==> config.mk <==
export PLATFORM = sky130hd
export DESIGN_NAME = fgb_seq
export DESIGN_NICKNAME = d
export VERILOG_FILES = /design/src/hw/rtl/fgb_pkg.sv /design/src/hw/rtl/fgb_seq.sv
export SDC_FILE = /design/constraint.sdc
export NUM_CORES = 1
export LEC_CHECK = 0
export BUFFER_PORTS_ARGS = -buffer_cell sky130_fd_sc_hd__buf_2
export CAP_MARGIN = 20
export CORE_AREA = 3 3 40 42
export DETAILED_ROUTE_END_ITERATION = 16
export DIE_AREA = 0 0 43 45
export PLACE_DENSITY_LB_ADDON = 0.25
export SLEW_MARGIN = 20
export SYNTH_ARGS = -nofsm -noshare
export SYNTH_HDL_FRONTEND = slang
export SYNTH_SLANG_ARGS = --single-unit
==> constraint.sdc <==
create_clock -name clk -period 2.3 [get_ports clk]
set_input_delay 0.115 -clock clk [delete_from_list [all_inputs] [get_ports clk]]
set_output_delay 0.115 -clock clk [all_outputs]
set_load 0.02 [all_outputs]
==> src/hw/rtl/fgb_pkg.sv <==
// Shared types, constants and helper functions for the font glyph blitter.
// Holds the microcode program of the sequencer and the control/status structs.
// No dependencies.
package fgb_pkg;

  localparam int unsigned FONT_STORE_BYTES = 8192;
  localparam int unsigned MAX_GLYPH_ROWS   = 32;
  localparam int unsigned MAX_ROW_BYTES    = 2;

  localparam int unsigned STORE_AW = $clog2(FONT_STORE_BYTES);
  localparam int unsigned ROW_W    = $clog2(MAX_GLYPH_ROWS);
  localparam int unsigned BASE_W   = 15;
  localparam int unsigned IDX_W    = 21;
  localparam int unsigned PC_W     = 3;

  localparam logic [7:0] FIRST_CODE = 8'd32;
  localparam logic [7:0] RED_MAX    = 8'd31;
  localparam logic [7:0] GREEN_MAX  = 8'd63;
  localparam logic [7:0] BLUE_MAX   = 8'd31;

  typedef enum logic [2:0] {
    REG_GLYPH_WIDTH,
    REG_GLYPH_HEIGHT,
    REG_LINE_PIXELS,
    REG_COLOR_RED,
    REG_COLOR_GREEN,
    REG_COLOR_BLUE
  } reg_idx_t;

  typedef struct packed {
    logic [4:0]  glyph_width;
    logic [5:0]  glyph_height;
    logic [10:0] line_pixels;
    logic [7:0]  color_red;
    logic [7:0]  color_green;
    logic [7:0]  color_blue;
  } cfg_t;

  typedef enum logic [1:0] {
    COND_NEVER,
    COND_NO_DRAW,
    COND_BAD,
    COND_BUSY
  } cond_t;

  typedef struct packed {
    logic            in_rdy;
    logic            setup;
    logic            init;
    logic            rd;
    logic            emit;
    cond_t           cond;
    logic [PC_W-1:0] jmp;
    logic [PC_W-1:0] nxt;
  } ctl_t;

  typedef struct packed {
    logic no_draw;
    logic bad;
    logic busy;
  } stat_t;

  localparam logic [PC_W-1:0] STEP_IDLE  = 3'd0;
  localparam logic [PC_W-1:0] STEP_SETUP = 3'd1;
  localparam logic [PC_W-1:0] STEP_CHECK = 3'd2;
  localparam logic [PC_W-1:0] STEP_READ  = 3'd3;
  localparam logic [PC_W-1:0] STEP_EMIT  = 3'd4;

  // Control store. A word jumps to jmp when its condition holds, else goes to nxt.
  function automatic ctl_t ucode(input logic [PC_W-1:0] pc);
    ctl_t w;
    w = '{in_rdy: 1'b0, setup: 1'b0, init: 1'b0, rd: 1'b0, emit: 1'b0,
          cond: COND_NEVER, jmp: STEP_IDLE, nxt: STEP_IDLE};
    unique case (pc)
      STEP_IDLE: begin
        w.in_rdy = 1'b1;
        w.cond   = COND_NO_DRAW;
        w.jmp    = STEP_IDLE;
        w.nxt    = STEP_SETUP;
      end
      STEP_SETUP: begin
        w.setup = 1'b1;
        w.nxt   = STEP_CHECK;
      end
      STEP_CHECK: begin
        w.init = 1'b1;
        w.cond = COND_BAD;
        w.jmp  = STEP_IDLE;
        w.nxt  = STEP_READ;
      end
      STEP_READ: begin
        w.rd  = 1'b1;
        w.nxt = STEP_EMIT;
      end
      STEP_EMIT: begin
        w.emit = 1'b1;
        w.cond = COND_BUSY;
        w.jmp  = STEP_EMIT;
        w.nxt  = STEP_IDLE;
      end
      default: begin
        w.nxt = STEP_IDLE;
      end
    endcase
    return w;
  endfunction

  // Byte msb is the leftmost pixel, which is mask bit 0.
  function automatic logic [7:0] flip8(input logic [7:0] b);
    logic [7:0] r;
    for (int n = 0; n < 8; n++) begin
      r[n] = b[7-n];
    end
    return r;
  endfunction

endpackage

==> src/hw/rtl/fgb_seq.sv <==
// Microcode sequencer: step counter, control store lookup and conditional jumps.
// Depends on fgb_pkg.
module fgb_seq (
  input  logic          clk,
  input  logic          rst_n,
  input  fgb_pkg::stat_t stat,
  output fgb_pkg::ctl_t  ctl
);

  logic [fgb_pkg::PC_W-1:0] pc_r;
  logic [fgb_pkg::PC_W-1:0] pc_nxt;
  logic                     take;

  assign ctl = fgb_pkg::ucode(pc_r);

  always_comb begin
    case (ctl.cond)
      fgb_pkg::COND_NO_DRAW: take = stat.no_draw;
      fgb_pkg::COND_BAD:     take = stat.bad;
      fgb_pkg::COND_BUSY:    take = stat.busy;
      default:               take = 1'b0;
    endcase
    pc_nxt = take ? ctl.jmp : ctl.nxt;
  end

  always_ff @(posedge clk) begin
    if (!rst_n) begin
      pc_r <= fgb_pkg::STEP_IDLE;
    end else begin
      pc_r <= pc_nxt;
    end
  end

endmodule

==> summary.md, run 1 <==
| Metric | Value |
|---|---|
| Tcrit/Tclk final | `~56%` |
| Seq/Total Area, Yosys | `24.1%` |
| Core Region | `about 0.0013 mm²` |
| Critical path type | `flip-flop to output pin` |
| IO Pins | `18` |
| Fin. Hold Viols | `0` |
| Total gr overflow | `0` |
| RSZ-0062 raised after global routing | `false` |
| Primary FF master, synth | `dfxtp_1` |
| PortBufs | `15` |
| Number of CTS-inserted buffers | `3` |
| Async S/R FF share, synth | `0%` |
| Largest net degree at the start of global routing | `12` |
| Root buf cell | `clkbuf_4` |
| Top reg by flops | `pc_r` |
| VDD IR max | `between 100 and 150 µV` |
| Average instance area after synthesis | `8.30 µm²` |
| Leak | `0.169 nW` |
| Post-Place Cell Area | `303 µm²` |
| Cell area after synthesis | `roughly 250 µm²` |
| Synth area leaders | `dfxtp_1 (24%), buf_4 (9.0%), and2_1 (7.5%), nand2b_1 (7.5%), and4bb_1 (5.0%)` |
| Multi-input logic area | `around 150 µm²` |
| Vias per inst | `3.90` |
| P&R area growth vs syn | `32.2%` |
| Critical Path Source Type | `flip-flop` |
| Final HPWL DP | `slightly above 400 µm` |
| Largest registers | `pc_r (3)` |
| Min Tclk post-route | `between 1 and 1.5 ns` |
| Via Count | `230` |
| Synth unique cells | `19` |
| Synth area leader | `dfxtp_1` |
| Routed WL | `approximately 530 µm` |
| Global-route usage over all layers | `under 10%` |
| Setup TNS | `0 ns` |
| Row cnt | `13` |
| Number of routed nets with antenna violations | `0` |
| Number of synthesized flops with an enable pin | `0` |
| Cells after Synth | `30` |
| Post-CTS Setup Bufs | `0` |
| Drt first-iter violations | `0` |
| Register area | `around 60 µm²` |
| Layout Nets | `50` |
| Global-route wire length before repair | `between 800 and 900 µm` |
| Synthesis Warnings | `0` |
| Starting Density | `around a fifth` |
| WL per Instance | `a little over 9 µm` |
| Max Fclk | `roughly 780 MHz` |
| Maxcap violations | `0` |
| Hold Buf Count CTS | `0` |
| Cell Pwr Density | `around 630 mW/mm²` |
| # DRC | `0` |
| Share of layout cells above drive strength 1 | `47.7%` |
| Synth Register Bits | `3` |
| Placer Congestion | `roughly 0.64` |
| Max reg flops | `3` |
| Finished Core Util | `between 20% and 30%` |
| Finish-stage setup viols | `0` |
| Vias in the first global route | `~230` |
| Req. time, crit path | `approximately 2.2 ns` |
| Hold Path Class | `primary input to flip-flop` |
| Max Slew Vio Count | `0` |
| Yosys top cell area share | `between 20% and 30%` |
| PostCTS Resize Cnt | `0` |
| Initial DRT Pass Iterations | `1` |
| Initial antenna violation count | `0` |
| Layout Skew | `approximately 0.0025 ns` |
| Finished Cell Area | `~330 µm²` |
| Nature of the critical path endpoint | `output pin` |
| CTS tree | `done` |
| Run status | `finished clean` |
| Number of fill cells | `roughly 160` |
| Longest Clk Path Bufs | `2` |
| Die W | `43 µm` |
| Total die area | `approximately 0.0019 mm²` |
| Critical Path AT | `between 1 and 1.5 ns` |
| Clock Sinks | `3` |
| H-tree Lvls | `1` |
| Worst Path Max Fanout | `11` |
| # diodes | `0` |
| Clk Latency, worst-skew pair | `between 0.2 and 0.25 ns` |
| Die Ht | `around 45 µm` |
| Commonest cells in the netlist | `and2_1 (3), buf_4 (3), dfxtp_1 (3), nand2b_1 (3), nor2_1 (3)` |
| Clock slew at reported path FFs | `0.04 ns` |
==> layer usage <==
metal	track usage [%]	routed length, µm
met1	6.99	241
met2	7.19	234
met3	3.19	57
met4	7.23	0
met5	0	0
==> power by group <==
part	internal [mW]	leakage (nW)	total (mW)	switching (mW)
registers	0.0551	0.0245	0.0615	0.00647
clock network	0.0651	0.0150	0.0930	0.0279
logic	0.0210	0.129	0.0523	0.0314
==> layout by cell type, fill, tap and decap left out <==
cell type,n
nor3_1,1
nor3b_1,1
nor2_1,3
and3b_2,1
a21oi_1,1
conb_1,2
a21oi_2,1
or3b_4,1
and2_1,3
xnor2_1,1
o21a_1,1
clkbuf_4,3
clkbuf_1,1
buf_2,15
dfxtp_1,3
nand2b_1,3
and4bb_1,1
and3_1,1
mux2i_1,1
==> worst paths after layout <==
path	startpoint	endpoint	slack, ns	cells past startpoint
hold / removal	rst_n	pc_r[2]$_SDFF_PN0_	0.12	2
setup / recovery	pc_r[1]$_SDFF_PP0_	ctl[5]	1.02	3
hold reg to reg	pc_r[0]$_SDFF_PP0_	pc_r[1]$_SDFF_PP0_	0.62	2
setup reg to reg	pc_r[1]$_SDFF_PP0_	pc_r[1]$_SDFF_PP0_	1.18	2
==> cells by family (layout without fill, tap and decap cells) <==
logic type             after synthesis  in the layout  share of synthesized area (%)
AO/OA/AOI/OAI                        3              3                           8.54
other                                1              2                           1.51
XOR/XNOR                             1              1                           3.52
AND/OR/NAND/NOR                     15             15                           40.7
flip-flops                           3              3                           24.1
multiplexers                         1              1                           4.02
buffers and inverters                6             19                           17.6
==> per-stage QoR <==
stage	instances	hold slack [ns]	setup slack (ns)	power, mW
detailed placement	55	0.355	1.17	0.115
floorplan	31	0.232	1.10	0.104
finish	59	0.117	1.02	0.207
global placement	55	0.355	1.20	0.116
CTS	59	0.113	0.996	0.213
global route	59	0.122	0.934	0.222
==> critical path, cell delays in order (launching register included) <==
cell and delay (ns):
dfxtp_1 0.50, nor2_1 0.12, and2_1 0.16, buf_2 0.15
==> cell type report <==
cell class	count	area share (%)
clock buffer	4	7.98
multi-input combinational	22	45.2
sequential	3	18.3
tap	15	5.70
timing repair buffer	15	22.8
(Power assumes the default switching activity.)
==> run 2: changes to the inputs <==
==> constraint.sdc (replaced) <==
create_clock -name clk -period 1.15 [get_ports clk]
set_input_delay 0.0575 -clock clk [delete_from_list [all_inputs] [get_ports clk]]
set_output_delay 0.0575 -clock clk [all_outputs]
set_load 0.02 [all_outputs]
==> run 2 against run 1 <==
Total power rose by 110%. Critical path depth is 1 higher. Largest cell class unchanged. Utilization up 4.6 points. Combinational power grew to 2.5 times the previous value. First-iteration DRC count grew 4. Wire length grew 20%.
==> summary.md, run 2 (synthesis results as in run 1) <==
| Metric | Value |
|---|---|
| Clock slew at reported path FFs | `0.04 ns (about the same)` |
| Number of CTS-inserted buffers | `3 (unchanged)` |
| Max Slew Vio Count | `0 (unchanged)` |
| Run status | `finished clean` |
| Fin. Hold Viols | `0 (unchanged)` |
| P&R area growth vs syn | `55.8%` |
| Layout Cells excl Fill | `61 (+3.4%)` |
| Max Fclk | `882 MHz` |
| VDD IR max | `280 µV (+100%)` |
| Req. time, crit path | `1.09 ns (-1.09 ns)` |
| Net switching power | `146 µW (+120%)` |
| Min Tclk post-route | `between 1 and 1.5 ns` |
| Global-route wire length before repair | `959 µm (+15%)` |
| Number of fill cells | `152 (-2.6%)` |
| Clk Latency, worst-skew pair | `0.24 ns (about the same)` |
| Crit path to | `ctl[7]` |
| Critical Path Source Type | `flip-flop` |
| Routed WL | `642 µm (+20%)` |
| R2R Setup Slk | `0.06 ns (-1.12 ns)` |
| H-tree Lvls | `1 (unchanged)` |
| Total die area | `0.00194 mm² (unchanged)` |
| Initial antenna violation count | `0 (unchanged)` |
| Largest registers | `pc_r (3)` |
| Total gr overflow | `0 (unchanged)` |
| Sw Share | `32.9% (+1.1 points)` |
| Worst r2r path cells | `3 (+1)` |
| Row cnt | `13 (unchanged)` |
| PortBufs | `15 (unchanged)` |
| Top reg by flops | `pc_r` |
| Pint | `298 µW (+110%)` |
| Placer Congestion | `0.661 (+2.9%)` |
| Maxcap violations | `0 (unchanged)` |
| Longest Clk Path Bufs | `2 (unchanged)` |
| Share of layout cells above drive strength 1 | `65.2% (+17 points)` |
| Clock Sinks | `3 (unchanged)` |
| Critical Path AT | `1.08 ns (-0.08 ns)` |
| Global-route usage over all layers | `7.33% (+1.2 points)` |
| RR Startpoint | `pc_r[1]$_SDFF_PP0_` |
| Clock power frac | `43.5% (-1.4 points)` |
| Layout Nets | `52 (+4.0%)` |
| Initial DRT Pass Iterations | `3 (+2)` |
| Commonest non-fill, non-tap cell in the layout | `buf_2` |
| Max reg flops | `3 (unchanged)` |
| Hold Buf Count CTS | `0 (unchanged)` |
| # diodes | `0 (unchanged)` |
| Tcrit/Tclk final | `98.6%` |
| Reg power frac | `26.9% (-2.9 points)` |
| Die W | `43 µm (unchanged)` |
| Critical path origin | `pc_r[1]$_SDFF_PP0_` |
| Finish-stage setup viols | `0 (unchanged)` |
| Number of routed nets with antenna violations | `0 (unchanged)` |
| Via Count | `244 (+6.1%)` |
| CTS tree | `done` |
| Drt first-iter violations | `4 (+4)` |
| Nature of the critical path endpoint | `output pin` |
| Worst Path Max Fanout | `6 (-5)` |
| Combinational share of power | `29.6% (+4.3 points)` |
| Core Region | `0.00128 mm² (unchanged)` |
| Hold Path Class | `primary input to flip-flop` |
| Vias in the first global route | `223 (-0.89%)` |
| IO Pins | `18 (unchanged)` |
| Die Ht | `45 µm (unchanged)` |
| Starting Density | `19.4% (unchanged)` |
| Reg2reg end | `pc_r[1]$_SDFF_PP0_` |
| Most frequent cells in the layout | `buf_2 (11), buf_4 (4)` |
| RSZ-0062 raised after global routing | `true` |
| Layout Skew | `0.00831 ns (+0.00585 ns)` |
| Vias per inst | `4.00 (+2.6%)` |
| Critical path type | `flip-flop to output pin` |
| Design Power | `444 µW (+110%)` |
| Cell Pwr Density | `1150 mW/mm² (+82%)` |
| Largest net degree at the start of global routing | `11 (-1)` |
| Leak | `0.189 nW (+12%)` |
| Placed insts | `56 (+1.8%)` |
| WL per Instance | `10.5 µm (+16%)` |
| Root buf cell | `clkbuf_4` |
| # DRC | `0 (unchanged)` |
-- run 2: power groups by stage --
stage                     sequential (mW)  combinational, mW  clock (mW)
after floorplan                     0.113             0.0947           0
after global placement              0.124              0.111           0
after detailed placement            0.124              0.110           0
after CTS                           0.123              0.121       0.203
after global routing                0.122              0.141       0.217
final                               0.120              0.131       0.193
-- run 2: routing by layer --
metal / track usage (%) / share of wire [%] / wire length [µm]
met1: 7.71 / 43 / 276
met2: 8.98 / 43 / 278
met3: 5.58 / 11 / 70
met5: 0 / 0 / 0
met4: 7.23 / 2.5 / 16
-- run 2: timing repair --
action,CTS,global route
setup buffers,0,1
endpoints found under the setup margin,9,9
gates resized for setup,9,6
gates cloned,0,0
pin swaps,0,3
-- run 2: worst min-delay path by stage --
stage / startpoint / end / slack (ns) / cells past startpoint
final: rst_n / pc_r[2]$_SDFF_PN0_ / 0.06 / 2
after global routing: rst_n / pc_r[2]$_SDFF_PN0_ / 0.07 / 2
after CTS: rst_n / pc_r[2]$_SDFF_PN0_ / 0.05 / 2
after detailed placement: rst_n / pc_r[2]$_SDFF_PN0_ / 0.30 / 2
after global placement: rst_n / pc_r[2]$_SDFF_PN0_ / 0.30 / 2
after floorplan: rst_n / pc_r[2]$_SDFF_PN0_ / 0.17 / 1
-- run 2: layout make-up --
type / count / area [µm²] / share of cell area [%]
multi-input cells: 22 / 170 / 43.9
flip-flops and latches: 3 / 71.3 / 18.4
repair buffers: 17 / 101 / 26.1
clock buffers: 4 / 26.3 / 6.77
well taps: 15 / 18.8 / 4.84
-- run 2: through the flow --
stage	hold WS (ns)	setup TNS (ns)	utilization, %	area [µm²]	setup WS [ns]
2_1_floorplan	0.175	0	-	253	0.00457
6_report	0.0638	0	30.2	388	0.0164
3_5_place_dp	0.298	0	24.1	310	0.0842
4_1_cts	0.0522	-0.0109	28.0	360	-0.0109
5_1_grt	0.0667	-0.162	30.2	388	-0.0540
3_3_place_gp	0.297	0	24.1	310	0.114
-- run 2: worst max-delay path, stage by stage (launching register included) --
cell     delay (ns)
dfxtp_4        0.35
buf_6          0.13
xnor2_2        0.12
nor2_1         0.10
buf_4          0.14
==> run 3: changes to the inputs <==
==> constraint.sdc (replaced) <==
create_clock -name clk -period 1.15 [get_ports clk]
set_input_delay 0.115 -clock clk [delete_from_list [all_inputs] [get_ports clk]]
set_output_delay 0.115 -clock clk [all_outputs]
set_load 0.02 [all_outputs]
==> run 3 against run 2 <==
The flow now finishes with violations (setup timing). Cell area is 8.4% higher. Combinational power is 7% higher. Setup slack worse by 0.026 ns. Maximum frequency is 2.2% lower. Critical endpoint is now ctl[1]. Largest power group unchanged. Highest routed layer is now met3.
==> summary.md, run 3 (synthesis results as in run 1) <==
| Metric | Value |
|---|---|
| Final HPWL DP | `roughly 430 µm` |
| Vias per inst | `4.08 (+2.0%)` |
| Die Ht | `45 µm (unchanged)` |
| Clk Latency, worst-skew pair | `0.23 ns (about the same)` |
| Run status | `finished with violations` |
| GR met1 Demand/Resource | `8.67% (+0.96 points)` |
| Via Count | `257 (+5.3%)` |
| PortBufs | `15 (unchanged)` |
| Req. time, crit path | `1.03 ns (-0.06 ns)` |
| H-tree Lvls | `1 (unchanged)` |
| Critical Path AT | `1.04 ns (-0.04 ns)` |
| Cell Pwr Density | `1050 mW/mm² (-8.0%)` |
| Nature of the critical path endpoint | `output pin` |
| Violated checks | `setup timing` |
| # diodes | `0 (unchanged)` |
| IO Pins | `18 (unchanged)` |
| Worst Path Max Fanout | `6 (unchanged)` |
| Post-Place Cell Area | `315 µm² (+1.6%)` |
| Row cnt | `13 (unchanged)` |
| WL per Instance | `10.4 µm (-1.2%)` |
| Min-Delay Path Depth | `2 (unchanged)` |
| Maxcap violations | `0 (unchanged)` |
| Share of layout cells above drive strength 1 | `68.8% (+3.5 points)` |
| Finished Core Util | `32.7% (+2.5 points)` |
| Critical path type | `flip-flop to output pin` |
| Hold Path Class | `primary input to flip-flop` |
| Setup TNS | `-0.0165 ns (-0.0165 ns)` |
| Placer Congestion | `0.618 (-6.5%)` |
| Finish-stage setup viols | `2 (+2)` |
| Global-route usage over all layers | `7.74% (+0.42 points)` |
| P&R area growth vs syn | `68.8%` |
| GR Util met3 | `1.99% (-3.6 points)` |
| Min Hold Slack | `0.130 ns (+0.0658 ns)` |
| Worst r2r path cells | `3 (unchanged)` |
| Max reg flops | `3 (unchanged)` |
| # DRC | `0 (unchanged)` |
| Vias in the first global route | `265 (+19%)` |
| Final Worst Setup Slack | `-0.00915 ns (-0.0256 ns)` |
| Min Tclk post-route | `1.16 ns (+0.0256 ns)` |
| Initial antenna violation count | `0 (unchanged)` |
| Fin. Hold Viols | `0 (unchanged)` |
| Number of routed nets with antenna violations | `0 (unchanged)` |
| Clock Sinks | `3 (unchanged)` |
| VDD IR max | `306 µV (+9.3%)` |
| Layout Skew | `0.00119 ns (-0.00712 ns)` |
| Critical Path Source Type | `flip-flop` |
| Core Region | `0.00128 mm² (unchanged)` |
| Number of CTS-inserted buffers | `3 (unchanged)` |
| Busiest grt layer | `met2` |
| Drt first-iter violations | `3 (-1)` |
| Top reg by flops | `pc_r` |
| Most frequent cells in the layout | `buf_2 (8), buf_4 (8)` |
| Global-route wire length before repair | `1.06 mm (+11%)` |
| RSZ-0062 raised after global routing | `true` |
| Largest registers | `pc_r (3)` |
| Leak | `0.200 nW (+5.7%)` |
| Die W | `43 µm (unchanged)` |
| CTS tree | `done` |
| Routed WL | `655 µm (+2.0%)` |
| Design Power | `443 µW (-0.34%)` |
| Finished Cell Area | `420 µm² (+8.4%)` |
| Starting Density | `19.4% (unchanged)` |
| Tcrit/Tclk final | `101% (+2.2 points)` |
| Layout Nets | `54 (+3.8%)` |
| Longest Clk Path Bufs | `2 (unchanged)` |
| Hold Buf Count CTS | `0 (unchanged)` |
| Clock slew at reported path FFs | `0.04 ns (about the same)` |
| Met2 Use GR | `11.1% (+2.1 points)` |
| Total gr overflow | `0 (unchanged)` |
| Root buf cell | `clkbuf_4` |
| Max Fclk | `863 MHz (-2.2%)` |
| Total die area | `0.00194 mm² (unchanged)` |
| Max Slew Vio Count | `0 (unchanged)` |
| Largest net degree at the start of global routing | `11 (unchanged)` |
| Initial DRT Pass Iterations | `2 (-1)` |
## run 3: metal layers
metal | vias to the layer above | share of wire (%)
met5 | - | 0
li1 | 127 | -
met4 | 0 | 0
met3 | 0 | 9.2
met1 | 117 | 42
met2 | 13 | 48
## run 3: through the flow
stage | setup WS [ns] | std cells
finish | -0.00915 | 63
global route | -0.0713 | 63
CTS | -0.0228 | 63
detailed placement | 0.0534 | 56
global placement | 0.0699 | 56
floorplan | 0.0419 | 31
## run 3: area by class of cell
class | instances | area, µm²
fill | 147 | 865
timing repair buffer | 19 | 134
sequential | 3 | 71.3
multi-input combinational | 22 | 170
tap | 15 | 18.8
clock buffer | 4 | 26.3
## run 3: power breakdown
part / internal (mW) / switching (mW) / total, mW
Clock: 0.130 / 0.0518 / 0.182
Sequential: 0.108 / 0.0133 / 0.121
Combinational: 0.0669 / 0.0732 / 0.140
Total: 0.304 / 0.138 / 0.443
## run 3: what timing repair did
action,4_1_cts,5_1_grt
endpoints found under the setup margin,9,9
gates cloned,0,0
pin swaps,1,1
gates resized for setup,15,5
buffers inserted,3,0
endpoints found under the hold margin,0,0
## run 3: path summary, 6_finish.rpt
check | start | endpoint | slack (ns)
setup / recovery | pc_r[0]$_SDFF_PP0_ | ctl[1] | -0.009
hold / removal | rst_n | pc_r[2]$_SDFF_PN0_ | 0.13
setup reg to reg | pc_r[0]$_SDFF_PP0_ | pc_r[1]$_SDFF_PP0_ | 0.08
hold reg to reg | pc_r[0]$_SDFF_PP0_ | pc_r[0]$_SDFF_PP0_ | 0.63
## run 3: critical path, cell delays in order, from the launching register on
cell      delay [ns]
dfxtp_4         0.38
buf_6           0.13
nand2b_4        0.05
a21oi_2         0.11
buf_4           0.15
